$ cat config.mk
export PLATFORM = sky130hd
export DESIGN_NAME = tga_front
export DESIGN_NICKNAME = d
export VERILOG_FILES = /design/src/design/tga_pkg.sv /design/src/design/tga_front.sv
export SDC_FILE = /design/constraint.sdc
export NUM_CORES = 1
export LEC_CHECK = 0
export ABC_AREA = 1
export BUFFER_PORTS_ARGS = -buffer_cell sky130_fd_sc_hd__clkbuf_2
export CAP_MARGIN = 5
export CORE_ASPECT_RATIO = 0.7
export CORE_MARGIN = 5
export CORE_UTILIZATION = 50
export CTS_BUF_LIST = sky130_fd_sc_hd__clkbuf_16
export DETAILED_ROUTE_END_ITERATION = 6
export HOLD_SLACK_MARGIN = 0.08
export PLACE_DENSITY_LB_ADDON = 0.05
export SYNTH_ARGS = -nofsm -noshare
export SYNTH_HDL_FRONTEND = slang
export SYNTH_SLANG_ARGS = --single-unit
$ cat constraint.sdc
create_clock -name clk_i -period 13.95 [get_ports clk_i]
set_clock_uncertainty 0.1 [all_clocks]
set_input_delay 2.79 -clock clk_i [delete_from_list [all_inputs] [get_ports clk_i]]
set_output_delay 2.79 -clock clk_i [all_outputs]
set_load 0.005 [all_outputs]
$ cat src/design/tga_pkg.sv
`default_nettype none
package tga_pkg;
  localparam logic [1:0] OP_DATA = 2'd0;
  localparam logic [1:0] OP_PAL = 2'd1;
  localparam logic [1:0] OP_START = 2'd2;
  localparam logic [1:0] OP_RSVD = 2'd3;
  localparam logic [1:0] REG_FORMAT = 2'd0;
  localparam logic [1:0] REG_RLE = 2'd1;
  localparam logic [1:0] REG_TOTAL = 2'd2;
  localparam logic [2:0] FMT_INDEX8 = 3'd0;
  localparam logic [2:0] FMT_RGB555 = 3'd1;
  localparam logic [2:0] FMT_BGR24 = 3'd2;
  localparam logic [2:0] FMT_BGRA32 = 3'd3;
  localparam logic [2:0] FMT_GRAY8 = 3'd4;
  localparam logic [2:0] FMT_GRAYA16 = 3'd5;

  // A completed pixel as handed from the front part to the back part.
  typedef struct packed {
    logic [2:0]  fmt;
    logic [31:0] pix;
    logic [7:0]  count;
    logic        image_end;
    logic        overrun;
  } pix_job_t;
endpackage
`default_nettype wire

$ cat src/design/tga_front.sv
`default_nettype none
module tga_front #(
  parameter int COUNT_BITS = 24
) (
  input  wire logic                 clk_i,
  input  wire logic                 rst_ni,
  input  wire logic                 in_valid_i,
  output      logic                 in_stall_o,
  input  wire logic [1:0]           op_i,
  input  wire logic [7:0]           data_byte_i,
  input  wire logic [2:0]           fmt_i,
  input  wire logic                 rle_i,
  input  wire logic [23:0]          total_i,
  output      logic                 job_valid_o,
  output      tga_pkg::pix_job_t    job_o,
  input  wire logic                 q_full_i
);
  localparam logic [COUNT_BITS-1:0] CountMax = {COUNT_BITS{1'b1}};

  logic [7:0]            left_q, left_d;
  logic                  run_q, run_d;
  logic [1:0]            pos_q, pos_d;
  logic [31:0]           asm_q, asm_d;
  logic [COUNT_BITS-1:0] done_q, done_d;
  logic                  fin_q, fin_d;

  logic                  acc;
  logic [2:0]            bpp;
  logic [COUNT_BITS-1:0] total;
  logic [COUNT_BITS-1:0] remaining;
  logic [COUNT_BITS:0]   sum;
  logic [7:0]            cnt;
  logic                  ov;

  assign in_stall_o = q_full_i;
  assign acc = in_valid_i && !q_full_i;

  always_comb begin
    case (fmt_i)
      tga_pkg::FMT_INDEX8, tga_pkg::FMT_GRAY8: bpp = 3'd1;
      tga_pkg::FMT_RGB555, tga_pkg::FMT_GRAYA16: bpp = 3'd2;
      tga_pkg::FMT_BGR24: bpp = 3'd3;
      tga_pkg::FMT_BGRA32: bpp = 3'd4;
      default: bpp = 3'd0;
    endcase
  end

  always_comb begin
    logic [31:0] t;
    t = 32'(total_i);
    if (t == 32'd0) t = 32'd1;
    if (t > 32'(CountMax)) t = 32'(CountMax);
    total = t[COUNT_BITS-1:0];
  end

  assign remaining = total - done_q;

  always_comb begin
    logic [COUNT_BITS-1:0] c;
    asm_d = asm_q;
    case (pos_q)
      2'd0: asm_d[7:0] = data_byte_i;
      2'd1: asm_d[15:8] = data_byte_i;
      2'd2: asm_d[23:16] = data_byte_i;
      default: asm_d[31:24] = data_byte_i;
    endcase
    c = (rle_i && run_q && left_q != 8'd0) ? COUNT_BITS'(left_q) : COUNT_BITS'(1);
    ov = 1'b0;
    if (c > remaining) begin
      c = remaining;
      ov = 1'b1;
    end
    if (rle_i && !run_q && left_q > 8'd1 && c == remaining) ov = 1'b1;
    cnt = c[7:0];
    sum = {1'b0, done_q} + {1'b0, c};
  end

  always_comb begin
    left_d = left_q;
    run_d = run_q;
    pos_d = pos_q;
    done_d = done_q;
    fin_d = fin_q;
    job_valid_o = 1'b0;
    job_o.fmt = fmt_i;
    job_o.pix = asm_d;
    job_o.count = cnt;
    job_o.overrun = ov;
    job_o.image_end = sum[COUNT_BITS-1:0] >= total;
    if (acc) begin
      if (op_i == tga_pkg::OP_START) begin
        left_d = 8'd0;
        run_d = 1'b0;
        pos_d = 2'd0;
        done_d = '0;
        fin_d = 1'b0;
      end else if (op_i == tga_pkg::OP_DATA && !fin_q && bpp != 3'd0) begin
        if (done_q >= total) begin
          fin_d = 1'b1;
          left_d = 8'd0;
        end else if (rle_i && left_q == 8'd0) begin
          run_d = data_byte_i[7];
          left_d = {1'b0, data_byte_i[6:0]} + 8'd1;
          pos_d = 2'd0;
        end else if ({1'b0, pos_q} + 3'd1 < bpp) begin
          pos_d = pos_q + 2'd1;
        end else begin
          pos_d = 2'd0;
          job_valid_o = 1'b1;
          done_d = sum[COUNT_BITS-1:0];
          if (rle_i) left_d = (run_q || left_q == 8'd0) ? 8'd0 : left_q - 8'd1;
          if (job_o.image_end) begin
            fin_d = 1'b1;
            left_d = 8'd0;
          end
        end
      end
    end
  end

  always_ff @(posedge clk_i or negedge rst_ni) begin
    if (!rst_ni) begin
      left_q <= '0;
      run_q <= 1'b0;
      pos_q <= '0;
      asm_q <= '0;
      done_q <= '0;
      fin_q <= 1'b0;
    end else begin
      left_q <= left_d;
      run_q <= run_d;
      pos_q <= pos_d;
      done_q <= done_d;
      fin_q <= fin_d;
      if (acc && op_i == tga_pkg::OP_START) asm_q <= '0;
      else if (acc && op_i == tga_pkg::OP_DATA && !fin_q && bpp != 3'd0 &&
               done_q < total && !(rle_i && left_q == 8'd0)) asm_q <= asm_d;
    end
  end

  a_no_job_when_stalled: assert property (@(posedge clk_i) disable iff (!rst_ni)
    q_full_i |-> !job_valid_o) else $error("job produced while queue full");
  a_fin_holds: assert property (@(posedge clk_i) disable iff (!rst_ni)
    (fin_q && !(acc && op_i == tga_pkg::OP_START)) |=> fin_q)
    else $error("finish flag dropped without start");
  a_end_sets_fin: assert property (@(posedge clk_i) disable iff (!rst_ni)
    (job_valid_o && job_o.image_end) |=> fin_q) else $error("image end not latched");
endmodule
`default_nettype wire

### Yosys cells after proc, flatten, opt, wreduce, memory -nomap -nowiden

Cells that the tools add are included.

* bits in registers: 68
* input bits: 42
* output and inout bits: 47
* logic and storage cells: 121

* add/sub/neg operators: 6
* order comparisons: 7
* equal/unequal tests: 15
* muxes and demuxes: 47
* reductions and logical operators: 40

Operators with widths (count)
* 2-to-1 mux 24 bit: 8
* 2-to-1 mux 8 bit: 13
* 2-to-1 mux 32 bit: 2
* >= comparator 24 bit: 2
* greater-than comparator 32 x 24 -> 1 bit (second input constant): 1
* adder 24 bit: 1
* equality test 24 bit: 1
* greater-than comparator 8 x 24 -> 1 bit: 1
* zero test 24 bit: 1
* less-than comparator 24 bit: 1
* subtractor 24 bit: 1
* 2-to-1 mux 1 bit: 18
* logical AND 1 bit: 15
* case mux 3 bit (4 select lines): 1
* 2-to-1 mux 2 bit: 5
* AND reduction 5 bit: 2
* adder 7 x 1 -> 8 bit (second input constant): 1
* greater-than comparator 8 x 1 -> 1 bit (second input constant): 1
* zero test 8 bit: 1
* AND reduction 4 bit: 2
* nonzero test 8 bit: 1
* subtractor 8 x 1 -> 8 bit (second input constant): 1
* equality test 3 x 2 -> 1 bit (second input constant): 2
* equality test 3 bit (second input constant): 2
* 19 further kinds: 31

### Depth between registers and ports, before layout

* depth after elaboration: 15
* depth in mapped cells: 50
* depth with buffers taken out: 49

### Worst setup path after synthesis

No wires, ideal clock.

* kind: input port to output port
* start: in total_i[14]
* end: out job_o[1] (netlist bit)
* arrival time: 8959 ps
* data required time: 11060 ps
* setup slack: 2101 ps
* stages: 38
* path buffers: 1
* cells stage by stage: inv_2 > nand4_1 > nor4_1 > nand3_1 > nand2_1 > inv_1 > ha_1 > fa_1 > inv_1 > nand3_2 > a21boi_1 > xor2_1 > inv_1 > ha_1 > nand2_1 > nor2_1 > a2111oi_0 > nor2_1 > [... 2 more ...] > o21ai_0 > ha_1 > fa_1 > nand2_1 > nand3_1 > nand3_1 > nand2_1 > a21boi_0 > o21ai_0 > a21boi_0 > o21bai_1 > a21oi_1 > xnor2_1 > ha_1 > nand4_1 > nor3_1 > nand3_1 > nand4_4

RTL lines
* start: declaration: line tga_front.sv:13 `input wire logic [23:0] total_i,`
* end: declaration: line tga_front.sv:15 `output tga_pkg::pix_job_t job_o,`

==> results.md <==
* Sw Share at 54.5%
* CTS tree: done
* Total GRT Usage at 27.3%
* Gpl congestion at 0.942
* Largest net degree at the start of global routing at 69
* Synth cell types at 49
* Skew-Pair Late Insertion Delay at 350 ps
* Drt total wl at 25200 um
* #FFs+latches synth at 68
* Post-synthesis cell area at 7940 um^2
* CP Launch Type: input port
* Sequential share of power at 15.7%
* Post-Syn Instances at 1281
* Drt drc at 0
* IO Count at 89
* Top cells by instance count after synthesis: nand2_1 (359), inv_1 (219), o21ai_0 (106), nor2_1 (98), nand3_1 (92)
* Max stage delay on crit path at 440 ps
* Most common cell in the netlist: nand2_1
* IR drop worst, VDD at 103 uV
* Initial Util at 51.0%
* Row count at 38
* Setup Crit Path Kind: input port to primary output
* Via count at 8236
* Worst hold slack at 390 ps
* Post-synthesis sequential area ratio at 21.4%
* TritonCTS Buffers at 9
* H-tree levels at 3
* P_int at 0.901 mW
* Total gr overflow at 0
* Slowest stage cell, crit path: fa_1
* P_leak at 4.96 nW
* Core ar. at 15500 um^2
* Worst setup EP type: primary output
* Reg clk slew, reported paths at 60 ps
* DR WL/cell at 16.2 um
* Nets at 1481
* Die Height at 115 um
* Worst Max-Slew Pin Slew at 1140 ps
* CTS Root Cell: clkbuf_16
* Die width at 161 um
* Layout cells sized above 1 at 12.6%
* Clock Sinks at 68
* Critical Path Fanout Max at 13
* Diode count at 0
* Min-Delay Path Class: flip-flop to flip-flop
* Post-synth ARST share at 100%
* Cell taking the most area after synthesis: dfrtp_1
* Dominant synthesized flop cell: dfrtp_1
* Clk pwr share at 13.3%
* Vias per cell at 5.28
* Vias in the first global route at 7394
* DIE AREA at 18500 um^2
* Req. time, crit path at 11060 ps
* Setup violators final at 0
* Drt initial violations at 994
* Final Hold Viols at 0
* Pwr Density at 223 nW/um^2
* FILL cells at 1579
* Hpwl dp at 20400 um
* Synth warnings at 0
* Net switching power at 1.08 mW
* Relative slew slack at 23.9%
* Top cells by area, synth: dfrtp_1 (21%), nand2_1 (17%), ha_1 (13%), inv_1 (10%), o21ai_0 (6.7%)
* Average size of a mapped cell at 6.19 um^2
* Status: complete, no violations
* Post-synth top area share at 21.4%
* P&R area growth vs syn at 11.8%
* F_max at 74.8 MHz
* Clock tree buffer depth at 2
* Number of flops mapped to enable cells by yosys at 0
* Critical path arrival at 10480 ps
* Initial antenna violation count at 0
* Crit path time final at 13370 ps
* Pwr Total at 1.98 mW
* DR pass1 iterations at 6
* Comb power frac at 70.9%
* Fin crit share at 95.8%
* Setup_tns at 0 ps
* Max Cap Violations at 0
* I/O Buffers at 88
* Global-route wire length before repair at 39900 um
* Final Max Tran Viols at 0
* DRT antenna net count at 0
* Postcts setup bufs at 0
timing repair:
item	4_1_cts	5_1_grt
endpoints found under the setup margin	1	1
gates cloned	0	1
pin swaps	0	2
hold buffers	0	0
gates resized for setup	1	9
stage by stage:
step | util, % | setup WS, ps | std cells | instance area, um^2
after global placement | 54.7 | 449 | 1543 | 8500
after CTS | 56.8 | 122 | 1559 | 8840
after floorplan | - | 2100 | 1295 | 7990
final | 57.1 | 580 | 1560 | 8870
after detailed placement | 54.7 | 23.5 | 1543 | 8500
after global routing | 57.1 | -39.9 | 1560 | 8870
registers in the layout, indices dropped and copies added (netlist names):
| register | count |
|---|---|
| left_q | 8 |
| done_q | 24 |
| asm_q | 32 |
| pos_q | 2 |
| fin_q | 1 |
| run_q | 1 |
cell families (layout without fill, tap and decap cells):
| logic type | Yosys count | after routing | synth area share [%] |
|---|---|---|---|
| fa+ha+maj | 84 | 84 | 13.4 |
| other cells | 1 | 15 | 0.0473 |
| compound gates | 197 | 197 | 14.0 |
| simple gates | 629 | 630 | 34.6 |
| flops | 68 | 68 | 21.4 |
| xor+xnor | 27 | 27 | 2.98 |
| buf+inv | 275 | 339 | 13.5 |
path summary, 6_finish.rpt:
check / cells after the start / slack, ps / end / from
max: 40 / 580 / job_o[1] / total_i[14]
min: 1 / 390 / fin_q / fin_q
max reg2reg: 37 / 6240 / left_q[6] / done_q[1]
min reg2reg: 1 / 390 / fin_q / fin_q
max in group asynchronous: 1 / 10640 / asm_q[4] / rst_ni
min in group asynchronous: 1 / 2460 / left_q[6] / rst_ni
critical path: cells and delay by family:
kind / cells / cell delay, ps
xor+xnor: 2 / 330
buf+inv: 6 / 680
fa+ha+maj: 6 / 1880
compound gates: 9 / 1570
simple gates: 17 / 3220
placed cells by master (no fill, tap or decap), types with 3 or more instances in the layout:
cell and n:
nand4_1 24, nand2_1 359, conb_1 15, nand2_2 16
nor3_1 7, nor3_2 3, nor2_1 98, o21ai_1 5
o21ai_0 103, nor2_2 5, o21bai_1 6, a21o_1 3
clkbuf_2 87, nor4_1 6, o21ai_2 10, ha_1 82
clkbuf_16 9, xor2_1 18, xnor2_1 8, a21oi_1 48
nand3_1 92, buf_4 3, dfrtp_1 68, o22ai_1 6
inv_1 219, nand3b_1 6, inv_2 14
layer usage:
layer	vias up	routed length (um)	track usage [%]
met4	0	150	3.44
li1	4219	-	-
met1	3753	13000	43.3
met5	-	0	0
met3	11	2130	5.55
met2	253	9960	38.9
power groups by stage:
stage	clock [mW]	sequential, mW	combinational, mW
after floorplan	0	0.300	0.998
after global placement	0	0.313	1.35
after detailed placement	0	0.314	1.35
after CTS	0.267	0.311	1.37
after global routing	0.278	0.320	1.60
final	0.264	0.312	1.41
layout make-up:
type	instances	area, um^2	area share, %
repair buffers	90	458	5.16
inverters	233	875	9.86
flip-flops and latches	68	1700	19.2
multi-input cells	953	5260	59.2
clock buffers	9	225	2.54
well taps	200	250	2.82
clock inverters	7	106	1.20
No activity file was read; power rests on OpenSTA's default activity.
